$ cat src/twlru_pkg.sv
package twlru_pkg;

   localparam int PROCS        = 4;
   localparam int PAGE_BITS    = 12;
   localparam int VADDR_BITS   = 32;
   localparam int FRAME_BITS   = 8;
   localparam int MAX_DIR_BITS = 10;

   localparam int PID_IN_W  = 2;
   localparam int PADDR_W   = 20;
   localparam int CFG_W     = 4;
   localparam int CSR_IDX_W = 1;

   localparam logic [CSR_IDX_W-1:0] REG_FIRST_LEVEL = 1'd0;
   localparam logic [CSR_IDX_W-1:0] REG_FRAME_BITS  = 1'd1;

   localparam logic [CFG_W-1:0] FIRST_LEVEL_RESET = 4'd10;
   localparam logic [CFG_W-1:0] FRAME_BITS_RESET  = 4'd8;

endpackage

$ cat src/twlru_lru.sv
module twlru_lru #(
   parameter int FRAME_BITS = twlru_pkg::FRAME_BITS
) (
   input  logic                  clock,
   input  logic                  reset,
   input  logic                  flush,
   input  logic [FRAME_BITS-1:0] nmask,
   input  logic [FRAME_BITS-1:0] nxt_raddr,
   input  logic [FRAME_BITS-1:0] prv_raddr,
   input  logic                  nxt_we,
   input  logic [FRAME_BITS-1:0] nxt_waddr,
   input  logic [FRAME_BITS-1:0] nxt_wdata,
   input  logic                  prv_we,
   input  logic [FRAME_BITS-1:0] prv_waddr,
   input  logic [FRAME_BITS-1:0] prv_wdata,
   output logic [FRAME_BITS-1:0] nxt_rdata,
   output logic [FRAME_BITS-1:0] prv_rdata
);

   localparam int NF = 1 << FRAME_BITS;

   logic [FRAME_BITS-1:0] nxt_mem [NF];
   logic [FRAME_BITS-1:0] prv_mem [NF];
   logic [NF-1:0]         nxt_vld_ff;
   logic [NF-1:0]         prv_vld_ff;

   logic [FRAME_BITS-1:0] nxt_rd_ff;
   logic [FRAME_BITS-1:0] prv_rd_ff;
   logic                  nxt_rv_ff;
   logic                  prv_rv_ff;
   logic [FRAME_BITS-1:0] nxt_ra_ff;
   logic [FRAME_BITS-1:0] prv_ra_ff;

   always_ff @(posedge clock) begin
      if (nxt_we) begin
         nxt_mem[nxt_waddr] <= nxt_wdata;
      end
      if (prv_we) begin
         prv_mem[prv_waddr] <= prv_wdata;
      end
      nxt_rd_ff <= nxt_mem[nxt_raddr];
      prv_rd_ff <= prv_mem[prv_raddr];
      nxt_ra_ff <= nxt_raddr;
      prv_ra_ff <= prv_raddr;
   end

   always_ff @(posedge clock) begin
      if (reset || flush) begin
         nxt_vld_ff <= '0;
         prv_vld_ff <= '0;
         nxt_rv_ff  <= 1'b0;
         prv_rv_ff  <= 1'b0;
      end else begin
         nxt_rv_ff <= nxt_vld_ff[nxt_raddr];
         prv_rv_ff <= prv_vld_ff[prv_raddr];
         if (nxt_we) begin
            nxt_vld_ff[nxt_waddr] <= 1'b1;
         end
         if (prv_we) begin
            prv_vld_ff[prv_waddr] <= 1'b1;
         end
      end
   end

   // unwritten entries follow the ring in frame order
   assign nxt_rdata = nxt_rv_ff ? nxt_rd_ff : ((nxt_ra_ff + 1'b1) & nmask);
   assign prv_rdata = prv_rv_ff ? prv_rd_ff : ((prv_ra_ff - 1'b1) & nmask);

endmodule

$ cat config.mk
export PLATFORM = sky130hd
export DESIGN_NAME = twlru_lru
export DESIGN_NICKNAME = d
export VERILOG_FILES = /design/src/twlru_pkg.sv /design/src/twlru_lru.sv
export SDC_FILE = /design/constraint.sdc
export NUM_CORES = 2
export LEC_CHECK = 0
export BUFFER_PORTS_ARGS = -buffer_cell sky130_fd_sc_hd__buf_2
export CORE_MARGIN = 2
export CORE_UTILIZATION = 45
export CTS_CLUSTER_DIAMETER = 120
export DETAILED_ROUTE_END_ITERATION = 6
export MAX_ROUTING_LAYER = met4
export PLACE_DENSITY_LB_ADDON = 0.2
export SLEW_MARGIN = 0
export SYNTH_ARGS = -nofsm -noshare
export SYNTH_HDL_FRONTEND = slang
export SYNTH_SLANG_ARGS = --single-unit
$ cat constraint.sdc
create_clock -name clock -period 2.37 [get_ports clock]
set_input_delay 0.1185 -clock clock [delete_from_list [all_inputs] [get_ports clock]]
set_output_delay 0.1185 -clock clock [all_outputs]
set_load 0.005 [all_outputs]
# Word-level counts from Yosys, hierarchy flattened
# Memory sizes are Yosys's and may differ from the RTL's. A register that Yosys moved wholly into a read port is not among the register bits.
# Index checks and enable logic that the tools add are counted.
[op_classes]
add_sub_neg = 2
mul = 0
n_div = 0
n_lt_le_gt_ge = 6
eq_ne = 0
shifts = 0
mux = 14
n_bitwise = 4
n_reduce_logical = 3
[op_table]
columns = ["cell", "count"]
rows = [
  ["OR 256 bit", 2],
  ["< comparator 8 x 9 -> 1 bit (second input constant)", 4],
  ["AND 8 bit", 2],
  ["binary-select mux 1 bit (select 8 bit)", 2],
  ["demux 1 bit (select 8 bit)", 2],
  ["greater-or-equal comparator 8 x 1 -> 1 bit (second input constant)", 2],
  ["2-to-1 mux 8 bit", 2],
  ["adder 8 x 1 -> 8 bit (second input constant)", 1],
  ["2-to-1 mux 1 bit", 8],
  ["subtractor 8 x 1 -> 8 bit (second input constant)", 1],
  ["logical AND 1 bit", 2],
  ["logical OR 1 bit", 1],
]
[totals]
regBits = 530
latch_bits = 0
ramBits = 4096
mem_bits_ro = 0
out_inout_bits = 16
wordCells = 37
memories = 2
[mem_list]
columns = ["name", "words", "word_bits", "read_ports", "rd_clocked_by_memory_dff", "write_ports", "line", "source"]
rows = [
  ["nxt_mem", 256, 8, 1, 1, 1, "twlru_lru.sv:22", "logic [FRAME_BITS-1:0] nxt_mem [NF];"],
  ["prv_mem", 256, 8, 1, 1, 1, "twlru_lru.sv:23", "logic [FRAME_BITS-1:0] prv_mem [NF];"],
]

# Logic depth before layout (Yosys ltp)
[logic_depth]
word_depth = 5
mapped_depth = 13
ltp_nobuf = 7

# Worst setup path before layout
# Ideal clock, no wire load.
[synth_path]
path_kind = "input to register"
startpoint = "input port nxt_raddr[0]"
endpoint = "register nxt_rd_ff[0], read port of nxt_mem"
setup_ns = 0.141
arrival_ns = 2.215
required_time_ns = 2.229
setup_slack_ns = 0.015
cell_stages = 9
cell_sequence = "buf_6 buf_12 buf_6 buf_6 buf_2 mux4_2 mux4_2 o22ai_1 a221oi_1"
[synth_lines]
columns = ["element", "line", "source"]
rows = [
  ["start: declaration", "twlru_lru.sv:8", "input logic [FRAME_BITS-1:0] nxt_raddr,"],
  ["end: declaration", "twlru_lru.sv:27", "logic [FRAME_BITS-1:0] nxt_rd_ff;"],
]

# Final worst setup path
[layout_path]
startpoint = "register prv_ra_ff[1]"
endpoint = "output port prv_rdata[4]"
[layout_via]
elab_chain_cells = 3
[layout_lines]
columns = ["element", "line", "source"]
rows = [
  ["start: declaration", "twlru_lru.sv:32", "logic [FRAME_BITS-1:0] prv_ra_ff;"],
  ["start signal: assignment", "twlru_lru.sv:44", "prv_ra_ff <= prv_raddr;"],
  ["subtractor 8 x 1 -> 8 bit", "twlru_lru.sv:67", "assign prv_rdata = prv_rv_ff ? prv_rd_ff : ((prv_ra_ff - 1'b1) & nmask);"],
  ["AND 8 bit", "twlru_lru.sv:67", ""],
  ["2-to-1 mux 8 bit", "twlru_lru.sv:67", ""],
  ["end: declaration", "twlru_lru.sv:17", "output logic [FRAME_BITS-1:0] prv_rdata"],
]
# No other way between the ends.

==> flow_metrics.py <==
metrics = {
    "drt": {
        "postRouteAntennaNets": 0,
        "drc": 0,
        "drt_iter0_markers": 9688,
        "routed_via_density": 5.80,
        "finalWirelength_mm": 485,
        "route.vias.total": 92800,
        "wl_per_cell_um": 30.3,
        "drtPass1Iterations": 6,
    },
    "sta": {
        "finalSetupViolCount": 14,
        "worst_clock_skew_ns": 0.0377,
        "period_share": 1.13,
        "max_freq_mhz": 373,
        "rsz0062_at_grt": "yes",
        "slew-limit-headroom": 0.297,
        "worst_pin_slew_ns": 1.05,
        "hold_viol": 0,
        "drv_slew": 0,
        "fin_ws_ns": -0.308,
        "min_period_ns": 2.68,
    },
    "place": {
        "dp.cells": 15000,
        "io_buffers": 76,
        "dp_hpwl_mm": 323,
        "gp_congestion": 0.913,
        "post-place-ws_ns": -1.22,
    },
    "floorplanning": {
        "die_area_um2": 402000,
        "die_w_um": 634,
        "start_util": 0.451,
        "die_y_um": 634,
        "fp.coreArea_um2": 395000,
        "top_level_ports": 77,
        "row_count": 231,
    },
    "synthesis": {
        "synth-seq-cells": 4642,
        "netlist.area_leader.share": 0.689,
        "async_reset_ff_frac": 0,
        "syn_area_um2": 179000,
        "synth_edf_count": 4096,
        "syn-num-nets": 8912,
        "ys.flop_type": "edfxtp_1",
        "synth.avg_cell_area_um2": 20.2,
        "synthTopCellsByArea": "edfxtp_1 (69%), mux4_2 (16%), dfxtp_1 (6.1%)",
        "yosys.area.top_type": "edfxtp_1",
        "yosysUniqueCellTypes": 69,
        "synth_cells": 8849,
        "yosysSeqAreaShare": 0.750,
        "yosysWarnings": 0,
    },
    "finish": {
        "area_growth_pct": 18.6,
        "layout.cells.non_filler": 16000,
        "final_common_cell": "edfxtp_1",
        "layout_common_cells": "edfxtp_1 (4,096), mux4_2 (1,265), nor2_1 (1,252)",
        "nets": 10400,
        "nFillCells": 30500,
        "drive_above_1_share": 0.324,
    },
    "grt": {
        "first_global_vias": 94500,
        "grt_max_degree": 99,
        "grt-ovfl-total": 0,
        "antenna_found_initial": 20,
        "track_usage": 0.247,
        "grt_pass1_wl_mm": 692,
    },
    "worst_setup_path": {
        "path_cells": "inv_2 > ha_4 > nor3b_4 > xor2_2 > nand2_4 > o21ai_4 > buf_6 > buf_6",
        "critPathLaunch": "prv_ra_ff[1]$_DFF_P_",
        "cp_num_buf_inv": 3,
        "cpMostUsedCell": "buf_6",
        "regToRegEndpoint": "nxt_rd_ff[1]$_DFF_P_",
        "cp-start-kind": "register",
        "cp_data_required_time_ns": 2.25,
        "endpoint": "prv_rdata[4]",
        "r2r_setup_slack_ns": -0.11,
        "cpMaxStageDelayCell": "dfxtp_2",
        "end_kind": "primary output",
        "worstSetupPathDepth": 8,
        "r2r-start": "nxt_mem[57][1]$_DFFE_PP_",
        "worst_r2r_path_depth": 8,
        "crit_path_max_fanout": 2,
        "slowest_delay_ns": 0.33,
        "worst_ep_arrival_time_ns": 2.56,
        "cpLargestDelayFamily": "simple AND/OR/NAND/NOR gates",
        "critical_path_class": "reg2out",
    },
    "clocking": {
        "cts_num_sinks": 4642,
        "insertion_delay_ns": 1.02,
        "ctsRootBufferMaster": "clkbuf_16",
        "clk_pin_slew_ns": 0.06,
        "clockBufferDepth": 4,
        "numCtsBuffers": 466,
        "cts_tree": "done",
        "htreeDepth": 5,
    },
    "min_path": {
        "hp-class": "in2reg",
    },
    "status": {
        "violations": "negative setup slack",
        "run_status": "complete, but fails checks",
    },
    "power": {
        "total_leakage_power_nw": 69.3,
        "p_total_mw": 172,
        "powerDensity_nw_per_um2": 813,
        "ir_worst_vdd_v": 0.000695,
    },
    "run": {
        "cap_violations": 0,
    },
}
-- logic make-up after synthesis --
logic type / Yosys count / synth area share
mux: 1510 / 0.174
buf+inv: 506 / 0.0162
compound gates: 518 / 0.0209
simple gates: 1659 / 0.0382
xor+xnor: 12 / 0.000589
flops: 4642 / 0.750
fa+ha+maj: 2 / 0.000140
-- cell usage after synthesis, types with 9 or more instances --
cell and count:
edfxtp_1 4096, mux4_2 1265, nor2_1 1254, dfxtp_1 546, mux2i_1 233, clkbuf_1 199, o21a_1 197, nand2_1 157
buf_2 126, o22ai_1 86, buf_4 71, nand3_1 69, buf_6 57, a22oi_1 48, a211oi_1 34, buf_1 33
o21ai_0 33, nand4_1 31, a21oi_1 29, nor2b_1 29, nor3_1 21, o221ai_1 19, nand2b_1 17, a2111oi_0 13
a221oi_1 13, or4_1 12, and3_1 11, a22o_1 10, nor4_1 10, and2_1 9, or2_2 9
-- worst register-to-register path, delay by kind of cell, from the launching register on --
kind	cells	cell delay, ns
multiplexers	2	0.32
AO/OA/AOI/OAI	2	0.57
flip-flops	1	0.32
buffers and inverters	2	0.44
AND/OR/NAND/NOR	2	0.75
-- worst min path at each step --
stage | start | end | slack [ns] | cells after the start
final | prv_raddr[0] | prv_ra_ff[0]$_DFF_P_ | 0.04 | 4
after global placement | prv_vld_ff[70]$_SDFFE_PP0P_ | prv_vld_ff[70]$_SDFFE_PP0P_ | 0.44 | 1
after floorplan | nxt_raddr[0] | nxt_ra_ff[0]$_DFF_P_ | 0.15 | 0
after CTS | prv_raddr[5] | prv_ra_ff[5]$_DFF_P_ | 0.11 | 3
after global routing | prv_raddr[0] | prv_ra_ff[0]$_DFF_P_ | 0.03 | 4
after detailed placement | prv_vld_ff[210]$_SDFFE_PP0P_ | prv_vld_ff[210]$_SDFFE_PP0P_ | 0.45 | 1
-- repair_timing --
action | in CTS | in global routing
resized for setup | 77 | 40
pin swaps | 23 | 12
endpoints found under the hold margin | 4157 | 0
setup buffers | 2 | 1
setup endpoints to repair | 29 | 39
hold buffers | 59 | 0
-- power breakdown --
part | switching (mW) | leakage, nW | internal [mW]
registers | 0.209 | 41.2 | 89.1
clock network | 31.0 | 7.51 | 42.7
logic | 5.37 | 20.6 | 3.74
-- state kept, by name, indices dropped and copies added (netlist names) --
| name | count |
|---|---|
| nxt_mem | 2048 |
| prv_mem | 2048 |
| prv_rv_ff | 1 |
| nxt_rd_ff | 8 |
| prv_rd_ff | 8 |
| nxt_ra_ff | 8 |
| prv_vld_ff | 256 |
| nxt_vld_ff | 256 |
| prv_ra_ff | 8 |
| nxt_rv_ff | 1 |
-- metal layers --
layer / wire length, µm / share of wire / up-vias / GRT usage
li1: - / - / 39000 / -
met1: 192000 / 0.40 / 49500 / 0.318
met2: 242000 / 0.50 / 3397 / 0.406
met3: 29900 / 0.062 / 842 / 0.0320
met4: 20600 / 0.042 / 0 / 0.0895
met5: 0 / 0 / - / -
-- metrics by stage --
| step | utilization | hold slack, ns | TNS [ns] | area (µm²) |
|---|---|---|---|---|
| after global placement | 0.494 | 0.441 | -13.20 | 195000 |
| after floorplan | - | 0.146 | 0 | 179000 |
| after CTS | 0.535 | 0.106 | -1.64 | 211000 |
| final | 0.535 | 0.0438 | -1.35 | 212000 |
| after global routing | 0.535 | 0.0336 | -1.74 | 212000 |
| after detailed placement | 0.494 | 0.448 | -12.78 | 195000 |
-- final cells by class --
| type | instances | area [µm²] | share of cell area |
|---|---|---|---|
| Sequential cell | 4642 | 134000 | 0.633 |
| Multi-Input combinational cell | 3701 | 42200 | 0.199 |
| Timing Repair Buffer | 1489 | 13500 | 0.0639 |
| Clock buffer | 651 | 13000 | 0.0615 |
| Tap cell | 5242 | 6560 | 0.0310 |
| Clock inverter | 231 | 2350 | 0.0111 |
| Antenna cell | 20 | 50.0 | 0.000236 |
| Inverter | 9 | 43.8 | 0.000207 |
Note: power is estimated with default switching activity, not from simulation.
